[src/hdl/ttu_pkg.sv]
// shared types and constants of the ternary trit unpacker
// no dependencies
package ttu_pkg;

   localparam int DIGITS_PER_BYTE = 5;
   localparam int COUNT_BITS      = 16;
   localparam int MAX_DIGITS      = 5;

   localparam int BYTE_W  = 8;
   localparam int TOTAL_W = 16;
   localparam int TRIT_W  = 2;

   localparam int CSR_ADDR_W = 2;
   localparam int CSR_DATA_W = 32;
   localparam logic [CSR_ADDR_W-1:0] ADDR_TRIT_TOTAL = 2'd0;

   typedef logic signed [TRIT_W-1:0] trit_type;

   localparam trit_type TRIT_NEG  = 2'sb11;
   localparam trit_type TRIT_ZERO = 2'sb00;
   localparam trit_type TRIT_POS  = 2'sb01;

   // place values of the digits, least significant first
   localparam logic [BYTE_W-1:0] POW3_TAB [0:MAX_DIGITS-1] = '{8'd1, 8'd3, 8'd9, 8'd27, 8'd81};

   // largest legal byte for k digits
   localparam logic [BYTE_W-1:0] LIMIT_TAB [0:MAX_DIGITS] =
      '{8'd0, 8'd2, 8'd8, 8'd26, 8'd80, 8'd242};

endpackage

[src/hdl/ttu_if.sv]
// request and response channels of the ternary trit unpacker
// depends on ttu_pkg
interface ttu_req_if;
   logic                             valid;
   logic                             ready;
   logic [ttu_pkg::BYTE_W-1:0]       packed_byte;
   logic                             block_start;

   modport source (output valid, output packed_byte, output block_start, input ready);
   modport sink   (input valid, input packed_byte, input block_start, output ready);
endinterface

interface ttu_rsp_if;
   logic              valid;
   logic              ready;
   ttu_pkg::trit_type trit;
   logic              last_of_byte;
   logic              block_done;
   logic              bad_byte;

   modport source (output valid, output trit, output last_of_byte, output block_done,
                   output bad_byte, input ready);
   modport sink   (input valid, input trit, input last_of_byte, input block_done,
                   input bad_byte, output ready);
endinterface

[src/hdl/ternary_trit_unpacker.sv]
// Ternary trit unpacker: each accepted byte carries k = min(DIGITS_PER_BYTE, trits still
// owed) base-3 digits, most significant first, and yields k signed trits (digit minus one),
// the last one flagged; the trit that completes the configured trit total also carries
// block_done. A byte above 3^k-1 yields one bad_byte beat and mutes the unit until a byte
// with block_start. Bytes arriving once the block is complete or muted yield nothing. Decode
// happens as the byte is accepted; trits drain from a work register into an output register
// one beat per cycle while the output is not stalled, and the next byte is taken in the cycle
// the last trit of the previous one moves to the output register. First trit passes through
// the work register and then the output register. The trit total sits at csr address 0.
module ternary_trit_unpacker #(
   parameter int DIGITS_PER_BYTE = ttu_pkg::DIGITS_PER_BYTE,
   parameter int COUNT_BITS      = ttu_pkg::COUNT_BITS
) (
   input  logic                              clock,
   input  logic                              reset,
   ttu_req_if.sink                           req_ch,
   ttu_rsp_if.source                         rsp_ch,
   input  logic                              csr_psel,
   input  logic                              csr_penable,
   input  logic                              csr_pwrite,
   input  logic [ttu_pkg::CSR_ADDR_W-1:0]    csr_paddr,
   input  logic [ttu_pkg::CSR_DATA_W-1:0]    csr_pwdata,
   output logic [ttu_pkg::CSR_DATA_W-1:0]    csr_prdata,
   output logic                              csr_pready
);

   localparam int NW    = $clog2(DIGITS_PER_BYTE + 1);
   localparam int IDX_W = (DIGITS_PER_BYTE > 1) ? $clog2(DIGITS_PER_BYTE) : 1;
   localparam int TW    = (COUNT_BITS > ttu_pkg::TOTAL_W) ? COUNT_BITS : ttu_pkg::TOTAL_W;

   // configuration
   logic [ttu_pkg::TOTAL_W-1:0] total_ff, total_in;

   // block state
   logic [COUNT_BITS-1:0] cnt_ff, cnt_in;
   logic                  err_ff, err_in;

   // work register: trits of the byte still to go out
   logic                   wv_ff, wv_in;
   logic [NW-1:0]          wn_ff, wn_in;
   ttu_pkg::trit_type      wtrit_ff [DIGITS_PER_BYTE];
   ttu_pkg::trit_type      wtrit_in [DIGITS_PER_BYTE];
   logic                   wdone_ff, wdone_in;
   logic                   wbad_ff, wbad_in;

   // output register
   logic              ov_ff, ov_in;
   ttu_pkg::trit_type otrit_ff, otrit_in;
   logic              olast_ff, olast_in;
   logic              odone_ff, odone_in;
   logic              obad_ff, obad_in;

   // decode
   logic                        accept, move, w_last;
   logic [COUNT_BITS-1:0]       cnt_base, tot_eff, remaining;
   logic [TW-1:0]               tot_wide, cmax_wide, tot_sel;
   logic                        err_base, active, bad;
   logic [NW-1:0]               k;
   logic [ttu_pkg::BYTE_W-1:0]  rem;
   ttu_pkg::trit_type           dec_trit [DIGITS_PER_BYTE];
   logic [IDX_W-1:0]            head;
   logic                        csr_wr;

   assign csr_pready = 1'b1;
   assign csr_wr     = csr_psel && csr_penable && csr_pwrite
                       && (csr_paddr == ttu_pkg::ADDR_TRIT_TOTAL);
   assign csr_prdata = (csr_paddr == ttu_pkg::ADDR_TRIT_TOTAL)
                       ? ttu_pkg::CSR_DATA_W'(total_ff) : '0;
   assign total_in   = csr_wr ? csr_pwdata[ttu_pkg::TOTAL_W-1:0] : total_ff;

   // total saturates at the counter's range
   assign tot_wide  = TW'(total_ff);
   assign cmax_wide = TW'({COUNT_BITS{1'b1}});
   assign tot_sel   = (tot_wide > cmax_wide) ? cmax_wide : tot_wide;
   assign tot_eff   = tot_sel[COUNT_BITS-1:0];

   assign w_last = (wn_ff == NW'(1));
   assign move   = wv_ff && (!ov_ff || rsp_ch.ready);
   assign req_ch.ready = !wv_ff || (move && w_last);
   assign accept = req_ch.valid && req_ch.ready;
   assign head   = IDX_W'(wn_ff - NW'(1));

   always_comb begin
      cnt_base  = req_ch.block_start ? '0 : cnt_ff;
      err_base  = req_ch.block_start ? 1'b0 : err_ff;
      active    = !err_base && (cnt_base < tot_eff);
      remaining = tot_eff - cnt_base;
      k = (remaining < COUNT_BITS'(DIGITS_PER_BYTE)) ? NW'(remaining) : NW'(DIGITS_PER_BYTE);
      bad = req_ch.packed_byte > ttu_pkg::LIMIT_TAB[3'(k)];

      // digit extraction, most significant place first, one compare-subtract per place
      rem = req_ch.packed_byte;
      for (int i = DIGITS_PER_BYTE - 1; i >= 0; i--) begin
         if (rem >= (ttu_pkg::POW3_TAB[i] << 1)) begin
            dec_trit[i] = ttu_pkg::TRIT_POS;
            rem = rem - (ttu_pkg::POW3_TAB[i] << 1);
         end else if (rem >= ttu_pkg::POW3_TAB[i]) begin
            dec_trit[i] = ttu_pkg::TRIT_ZERO;
            rem = rem - ttu_pkg::POW3_TAB[i];
         end else begin
            dec_trit[i] = ttu_pkg::TRIT_NEG;
         end
      end
   end

   always_comb begin
      cnt_in   = cnt_ff;
      err_in   = err_ff;
      wv_in    = wv_ff;
      wn_in    = wn_ff;
      wtrit_in = wtrit_ff;
      wdone_in = wdone_ff;
      wbad_in  = wbad_ff;
      if (accept) begin
         cnt_in   = cnt_base + ((active && !bad) ? COUNT_BITS'(k) : '0);
         err_in   = err_base || (active && bad);
         wv_in    = active;
         wn_in    = bad ? NW'(1) : k;
         wtrit_in = dec_trit;
         wdone_in = (remaining == COUNT_BITS'(k));
         wbad_in  = bad;
      end else if (move) begin
         if (w_last) begin
            wv_in = 1'b0;
         end else begin
            wn_in = wn_ff - NW'(1);
         end
      end
   end

   always_comb begin
      ov_in    = ov_ff;
      otrit_in = otrit_ff;
      olast_in = olast_ff;
      odone_in = odone_ff;
      obad_in  = obad_ff;
      if (move) begin
         ov_in    = 1'b1;
         otrit_in = wbad_ff ? ttu_pkg::TRIT_ZERO : wtrit_ff[head];
         olast_in = w_last;
         odone_in = w_last && wdone_ff && !wbad_ff;
         obad_in  = wbad_ff;
      end else if (rsp_ch.ready) begin
         ov_in = 1'b0;
      end
   end

   always_ff @(posedge clock) begin
      if (reset) begin
         total_ff <= '0;
         cnt_ff   <= '0;
         err_ff   <= 1'b0;
         wv_ff    <= 1'b0;
         ov_ff    <= 1'b0;
      end else begin
         total_ff <= total_in;
         cnt_ff   <= cnt_in;
         err_ff   <= err_in;
         wv_ff    <= wv_in;
         ov_ff    <= ov_in;
      end
   end

   always_ff @(posedge clock) begin
      wn_ff    <= wn_in;
      wtrit_ff <= wtrit_in;
      wdone_ff <= wdone_in;
      wbad_ff  <= wbad_in;
      otrit_ff <= otrit_in;
      olast_ff <= olast_in;
      odone_ff <= odone_in;
      obad_ff  <= obad_in;
   end

   assign rsp_ch.valid        = ov_ff;
   assign rsp_ch.trit         = otrit_ff;
   assign rsp_ch.last_of_byte = olast_ff;
   assign rsp_ch.block_done   = odone_ff;
   assign rsp_ch.bad_byte     = obad_ff;

endmodule

[src/flat_wrapper.sv]
// flat-port wrapper written by rule: the top's interface ports become plain ports
module ternary_trit_unpacker_flat 
#(
   parameter int DIGITS_PER_BYTE = ttu_pkg::DIGITS_PER_BYTE,
   parameter int COUNT_BITS      = ttu_pkg::COUNT_BITS
)
  (clock, reset, csr_psel, csr_penable, csr_pwrite, csr_paddr, csr_pwdata, csr_prdata, csr_pready, req_ch_valid, req_ch_packed_byte, req_ch_block_start, req_ch_ready, rsp_ch_valid, rsp_ch_trit, rsp_ch_last_of_byte, rsp_ch_block_done, rsp_ch_bad_byte, rsp_ch_ready);
  ttu_req_if req_ch_i ();
  ttu_rsp_if rsp_ch_i ();
  input  logic clock;
  input  logic reset;
  input  logic csr_psel;
  input  logic csr_penable;
  input  logic csr_pwrite;
  input  logic [ttu_pkg::CSR_ADDR_W-1:0] csr_paddr;
  input  logic [ttu_pkg::CSR_DATA_W-1:0] csr_pwdata;
  output logic [ttu_pkg::CSR_DATA_W-1:0] csr_prdata;
  output logic csr_pready;
  input wire logic [$bits(req_ch_i.valid)-1:0] req_ch_valid;
  input wire logic [$bits(req_ch_i.packed_byte)-1:0] req_ch_packed_byte;
  input wire logic [$bits(req_ch_i.block_start)-1:0] req_ch_block_start;
  output wire logic [$bits(req_ch_i.ready)-1:0] req_ch_ready;
  output wire logic [$bits(rsp_ch_i.valid)-1:0] rsp_ch_valid;
  output wire logic [$bits(rsp_ch_i.trit)-1:0] rsp_ch_trit;
  output wire logic [$bits(rsp_ch_i.last_of_byte)-1:0] rsp_ch_last_of_byte;
  output wire logic [$bits(rsp_ch_i.block_done)-1:0] rsp_ch_block_done;
  output wire logic [$bits(rsp_ch_i.bad_byte)-1:0] rsp_ch_bad_byte;
  input wire logic [$bits(rsp_ch_i.ready)-1:0] rsp_ch_ready;
  assign req_ch_i.valid = req_ch_valid;
  assign req_ch_i.packed_byte = req_ch_packed_byte;
  assign req_ch_i.block_start = req_ch_block_start;
  assign req_ch_ready = req_ch_i.ready;
  assign rsp_ch_valid = rsp_ch_i.valid;
  assign rsp_ch_trit = rsp_ch_i.trit;
  assign rsp_ch_last_of_byte = rsp_ch_i.last_of_byte;
  assign rsp_ch_block_done = rsp_ch_i.block_done;
  assign rsp_ch_bad_byte = rsp_ch_i.bad_byte;
  assign rsp_ch_i.ready = rsp_ch_ready;
  ternary_trit_unpacker #(.DIGITS_PER_BYTE(DIGITS_PER_BYTE), .COUNT_BITS(COUNT_BITS)) u_core (.clock(clock), .reset(reset), .req_ch(req_ch_i), .rsp_ch(rsp_ch_i), .csr_psel(csr_psel), .csr_penable(csr_penable), .csr_pwrite(csr_pwrite), .csr_paddr(csr_paddr), .csr_pwdata(csr_pwdata), .csr_prdata(csr_prdata), .csr_pready(csr_pready));
endmodule
[config.mk]
export PLATFORM = sky130hd
export DESIGN_NAME = ternary_trit_unpacker_flat
export DESIGN_NICKNAME = d
export VERILOG_FILES = /design/src/hdl/ttu_pkg.sv /design/src/hdl/ttu_if.sv /design/src/hdl/ternary_trit_unpacker.sv /design/src/flat_wrapper.sv
export SDC_FILE = /design/constraint.sdc
export NUM_CORES = 1
export LEC_CHECK = 0
export BUFFER_PORTS_ARGS = -buffer_cell sky130_fd_sc_hd__buf_2
export CORE_MARGIN = 2
export CORE_UTILIZATION = 64
export CTS_BUF_LIST = sky130_fd_sc_hd__clkbuf_4 sky130_fd_sc_hd__clkbuf_8
export DETAILED_ROUTE_END_ITERATION = 8
export GPL_ROUTABILITY_DRIVEN = 0
export PLACE_DENSITY = 0.95
export SYNTH_ARGS = -nofsm -noshare
export SYNTH_HDL_FRONTEND = slang
export SYNTH_SLANG_ARGS = --single-unit
[constraint.sdc]
create_clock -name clock -period 10.7 [get_ports clock]
set_input_delay 0.535 -clock clock [delete_from_list [all_inputs] [get_ports clock]]
set_output_delay 0.535 -clock clock [all_outputs]
set_load 0.1 [all_outputs]
### Yosys cells after proc, flatten, opt, wreduce, memory -nomap -nowiden

Memories as Yosys holds them, arrays and structs flattened.
Cells that the tools add are included.

* output and inout port bits: 40
* memory bits (read-only): 64
* word-level logic and storage cells: 108
* memories: 1
* flip-flop bits (word level): 55

* magnitude comparators: 16
* add/sub/neg operators: 11
* eq/ne operators: 3
* bitwise gates (word level): 2
* muxes and demuxes: 33
* reduce and logical (&&, ||, !) cells: 25

Memory list
* (name not given): words 8, bits a word 8, read ports 1, clocked after Yosys merged registers in 0, wr ports 0, RTL line ternary_trit_unpacker.sv:89 `bad = req_ch.packed_byte > ttu_pkg::LIMIT_TAB[3'(k)];`

Operator list (number)
* $mux 8: 10
* $mux 16: 3
* $mux 3: 6
* $add 16x16->16: 1
* $eq 16x3->1: 1
* $ge 8x2->1 const B: 2
* $ge 8x5->1 const B: 2
* $gt 16x16->1 const B: 1
* $lt 16x16->1: 1
* $lt 16x3->1 const B: 1
* $sub 16x16->16: 1
* $sub 8x5->8 const B: 2
* $mux 2: 7
* $logic_and 1x1->1: 11
* $ge 4x4->1 const B: 2
* $ge 8x1->1 const B: 1
* $ge 8x3->1 const B: 1
* $ge 8x4->1 const B: 1
* $ge 8x6->1 const B: 1
* $ge 8x7->1 const B: 1
* $ge 8x8->1 const B: 1
* $gt 8x8->1: 1
* $not 3->4: 2
* $sub 8x2->8 const B: 1
* other kinds (15): 29

### Logic depth before layout (Yosys ltp)

* depth after elaboration: 14
* gate-level depth with buffers: 36
* gate-level depth less buffers: 36

### Worst setup path before layout

Ideal clock, no wire load.

* path type: input to register
* start: input port req_ch_block_start
* end: register u_core.cnt_ff[7]
* cell stages on the path: 33
* slack: 4.386 ns
* arrival time: 6.249 ns
* required time: 10.635 ns
* path buffers: 1
* library setup time: 0.065 ns
* cells stage by stage: clkbuf_1 nor2b_1 ha_1 fa_1 nor2b_1 o21ai_0 a21boi_0 o21ai_0 a21boi_0 o21ai_0 a21boi_0 o21ai_0 a21boi_0 o21a_1 o21a_1 o221ai_1 or3_1 nor4_1 ha_1 nor2b_1 o21ai_0 nand2b_1 a21oi_1 nor2_1 nor2b_1 and4b_1 ha_1 a21o_1 a21o_1 and2_1 o21ai_0 a22oi_1 nor2_1

* longest elaborated chain between the ends: 13

RTL lines
* start: declaration: RTL line flat_wrapper.sv:21 `input wire logic [$bits(req_ch_i.block_start)-1:0] req_ch_block_start;`
* $mux 16 *: RTL line ternary_trit_unpacker.sv:84 `cnt_base = req_ch.block_start ? '0 : cnt_ff;`
* $sub 16x16->16 *: RTL line ternary_trit_unpacker.sv:87 `remaining = tot_eff - cnt_base;`
* $lt 16x3->1: RTL line ternary_trit_unpacker.sv:88 `k = (remaining < COUNT_BITS'(DIGITS_PER_BYTE)) ? NW'(remaining) : NW'(DIGITS_PER_BYTE);`
* $mux 3 *: RTL line ternary_trit_unpacker.sv:88
* $not 3->4 (implied by the code) *: RTL line ternary_trit_unpacker.sv:89
* $mem_v2 8x8 *
* $mux 8 (implied by the code) * (2 in series): RTL line ternary_trit_unpacker.sv:89
* $gt 8x8->1 *: RTL line ternary_trit_unpacker.sv:89
* named net u_core.bad: RTL line ternary_trit_unpacker.sv:57 `logic err_base, active, bad;`
* $logic_not 1->1 *: RTL line ternary_trit_unpacker.sv:115 `cnt_in = cnt_base + ((active && !bad) ? COUNT_BITS'(k) : '0);`
* $logic_and 1x1->1 *: RTL line ternary_trit_unpacker.sv:115
* $mux 3 *: RTL line ternary_trit_unpacker.sv:115
* $add 16x16->16 *: RTL line ternary_trit_unpacker.sv:115
* end signal: assignment: RTL line ternary_trit_unpacker.sv:157 `cnt_ff <= cnt_in;`
* end: declaration: RTL line ternary_trit_unpacker.sv:35 `logic [COUNT_BITS-1:0] cnt_ff, cnt_in;`

The timed path passes the listed nets; every way through them passes the cells marked *. The select of a mux whose other input is x is not followed.
A chain may end at the register's enable or synchronous reset.

### Worst setup path in the final report

Same ends and word-level chain as after synthesis.

==> key figures <==
Global routing
  • Vias in the first global route: just over 5000
  • Largest net degree at the start of global routing: 36
  • Overflow after GRT: 0
  • First-pass GRT wire length: between 20000 and 25000 µm
  • Initial antenna violation count: 0
  • Total GRT Usage: a little under a third

Critical path
  • Crit Path Max Fanout: 17
  • WP depth: 36
  • Crit path max-delay family: compound AO/OA/AOI/OAI gates
  • Startpoint Class: primary input
  • Worst r2r src: u_core.cnt_ff[0]$_SDFFE_PP0P_
  • Worst Path Buf+Inv: 3
  • Crit. End Element: flop
  • Req. time, crit path: roughly 11 ns
  • Reg2Reg Depth: 34
  • Crit path DAT: slightly above 8 ns
  • Reg2reg setup slack: approximately 3.5 ns
  • Setup crit end: u_core.cnt_ff[7]$_SDFFE_PP0P_
  • Slowest cell on the critical path: nor4_1
  • WS Path Type: in -> reg
  • Reg2reg end: u_core.cnt_ff[7]$_SDFFE_PP0P_
  • Crit path from: req_ch_block_start
  • CP most frequent cell: o21ai_0
  • Worst path max stage delay: about 0.59 ns

Placed design
  • Port Buf Inserts: 56
  • Placed cell areas: around 5700 µm²
  • Detailed Place HPWL: 10500 µm

Clock network
  • Post-CTS setup repair buffer count: 0
  • Worst-skew pair later-pin latency: 0.32 ns
  • Hold_buf cts: 0
  • Clock slew at reported path FFs: approximately 0.11 ns
  • Cts bufs inserted: 5
  • CTS H-tree depth: 2
  • Maximum clock path buffer count: 2
  • CTS root buf: clkbuf_8
  • CTS sink cnt: 55
  • CTS tree: built
  • Post-cts sizing count: 0

STA
  • Clock Skew: 0.0105 ns
  • Highest clock rate: 127 MHz
  • Unrepaired setup endpoints after global routing: false
  • Relative slew slack: between 40 and 50%
  • Setup TNS: 0 ns
  • Hold_ws: roughly 0.44 ns
  • Period minus WS final: just under 8 ns
  • Final period util: about 74%
  • Final setup fails: 0
  • Max-slew violation count: 0
  • Final Hold Viols: 0
  • Measured slew at the worst slew-check pin: around 0.8 ns

Layout
  • Filler cells: between 600 and 700
  • Net count, final: between 800 and 900
  • Layout area overhead: 5.53%
  • Layout cells sized above 1: 14.1%
  • Design Area, Final: around 5800 µm²
  • Antenna cell count: 0

Floorplan
  • Top-Level Pins: 90
  • Cell row count: 33
  • Die height: around 96 µm
  • Die W: just under 100 µm
  • Initial Utilization: ~66%
  • Die area: between 9000 and 10000 µm²
  • Core ar.: 8260 µm²

Power
  • Static Leakage: approximately 0.0023 µW
  • IR drop worst, VDD: 0.000121 V
  • Power per Cell Area: between 150 and 200 nW/µm²
  • Power Total: ~910 µW

Synth
  • Post-Syn Area: 5450 µm²
  • Seq/Total Area, Yosys: a little under a quarter
  • Flop and latch count out of synthesis: 55
  • Cells after synthesis: between 600 and 700
  • Top FF cell, synth: dfxtp_1
  • Ys async rst share: 0%
  • Mean Syn Cell Area: 7.81 µm²
  • Yosys warning count: 0
  • EDFF count, synth: 20
  • Unique cell type count in the Yosys netlist: 96

Hold path
  • Worst hold path class: in -> reg

Route
  • Vias per cell: roughly 6.5
  • Final routed DRC violation total: 0
  • Via Count: 5467
  • Total Routed Length: 13700 µm
  • Drt pass-1 iters: 5
  • Antenna viol nets, final: 0
  • Initial DRC count: 396
  • Routed WL per cell: roughly 16 µm

Run status
  • Outcome: finished clean

Job
  • Max_cap viols: 0
[per-layer routing]
metal	vias to the layer above	global-route usage, %	routed length (µm)
met1	2587	36.0	5390
met2	263	54.7	6970
li1	2568	-	-
met5	-	0	0
met4	0	11.9	402
met3	49	3.45	896
[worst min-delay path by stage]
stage	cells past startpoint	slack (ns)	end	startpoint
after floorplan	2	0.43	u_core.cnt_ff[0]$_SDFFE_PP0P_	u_core.cnt_ff[0]$_SDFFE_PP0P_
after global placement	2	0.44	u_core.cnt_ff[0]$_SDFFE_PP0P_	u_core.cnt_ff[0]$_SDFFE_PP0P_
after detailed placement	2	0.45	u_core.cnt_ff[1]$_SDFFE_PP0P_	u_core.cnt_ff[1]$_SDFFE_PP0P_
after CTS	3	0.44	u_core.tot_wide[13]$_SDFFE_PP0P_	csr_pwdata[13]
after global routing	3	0.45	u_core.tot_wide[7]$_SDFFE_PP0P_	csr_pwdata[7]
final	3	0.44	u_core.tot_wide[7]$_SDFFE_PP0P_	csr_pwdata[7]
[power by group]
group	internal [µW]	total, µW	switching [µW]
Sequential	245	254	9.50
Clock	51.9	122	70.0
Combinational	192	535	342
[kinds of logic after synthesis]
kind of cell / after synthesis / synth area share [%]
XOR/XNOR: 23 / 4.18
flip-flops: 55 / 23.9
multiplexers: 6 / 1.58
buffers and inverters: 88 / 7.89
AND/OR/NAND/NOR: 292 / 27.2
adder cells (fa/ha/maj): 41 / 9.68
AO/OA/AOI/OAI: 191 / 25.5
other: 2 / 0.138
[synthesized netlist by cell type, types with 4 or more instances]
master     number  share of area [%]
nand2_1       101                7.0
nor2_1         53                3.6
a21oi_1        49                4.5
ha_1           39                8.9
inv_1          39                2.7
dfxtp_1        35                 13
o21ai_0        35                3.2
and2_1         21                2.4
buf_4          21                2.9
edfxtp_1       20                 11
clkbuf_1       18                1.2
nor3_1         17                1.6
xnor2_1        16                2.6
nand3_1        14                1.3
nand4_1        13                1.5
nor2b_1        11                1.3
a21o_1         10                1.4
nor4_1         10                1.1
or3_1           9                1.0
a21boi_0        8                1.1
nand2b_1        8               0.92
a211oi_1        7               0.96
a31oi_1         6               0.69
nand3b_1        6               0.83
o21a_1          5               0.69
o22ai_1         5               0.57
or2_2           5               0.57
xor2_1          5               0.80
a211oi_2        4               0.92
buf_2           4               0.37
o2111ai_1       4               0.64
[sequential cells by signal (all words and copies together) (netlist names)]
signal,cells
u_core.wv_ff,1
u_core.tot_wide,16
u_core.cnt_ff,16
u_core.rsp_ch.valid,1
u_core.rsp_ch.block_done,1
u_core.rsp_ch.trit,2
u_core.wdone_ff,1
u_core.wn_ff,3
u_core.rsp_ch.bad_byte,1
u_core.wtrit_ff,10
u_core.wbad_ff,1
u_core.rsp_ch.last_of_byte,1
u_core.err_ff,1
[layout by cell type (no fill, tap or decap), types with 4 or more instances in the layout]
cell       Yosys  layout
a31oi_1        6       6
and2_1        21      21
nand4_1       13      13
a21o_1        10      10
xor2_1         5       5
nand3_1       14      14
nand2b_1       8       8
xnor2_1       16      16
nor2_1        53      53
inv_1         39      39
a21oi_1       49      49
or2_2          5       5
a21boi_0       8       8
o22ai_1        5       5
nor2b_1       11      11
nand2_1      101     101
nand3b_1       6       6
nor3_1        17      17
o2111ai_1      4       4
or3_1          9       9
a211oi_1       7       7
edfxtp_1      20      20
ha_1          39      39
clkbuf_8       0       6
buf_2          4      56
a211oi_2       4       4
o21ai_0       35      35
dfxtp_1       35      35
conb_1         2      17
nor4_1        10      10
o21a_1         5       5
[tightest hold or removal path: stages]
cell	delay, ns
buf_2	0.09
nand2_1	0.04
a21oi_1	0.05
[final cells by class]
cell class | count | area (µm²) | share of cell area (%)
clock inverters | 2 | 11.3 | 0.196
repair buffers | 57 | 288 | 5.00
well taps | 105 | 131 | 2.28
multi-input cells | 570 | 3780 | 65.7
inverters | 43 | 163 | 2.83
flip-flops and latches | 55 | 1300 | 22.6
clock buffers | 6 | 82.6 | 1.43
[through the flow]
stage | utilization, % | setup WS, ns | std cells
final | 69.7 | 2.80 | 838
after global routing | 69.7 | 2.12 | 838
after CTS | 69.7 | 2.99 | 838
after detailed placement | 68.6 | 2.70 | 830
after global placement | 68.6 | 3.18 | 830
after floorplan | - | 4.39 | 713
Power figures use the tool's default switching activity.
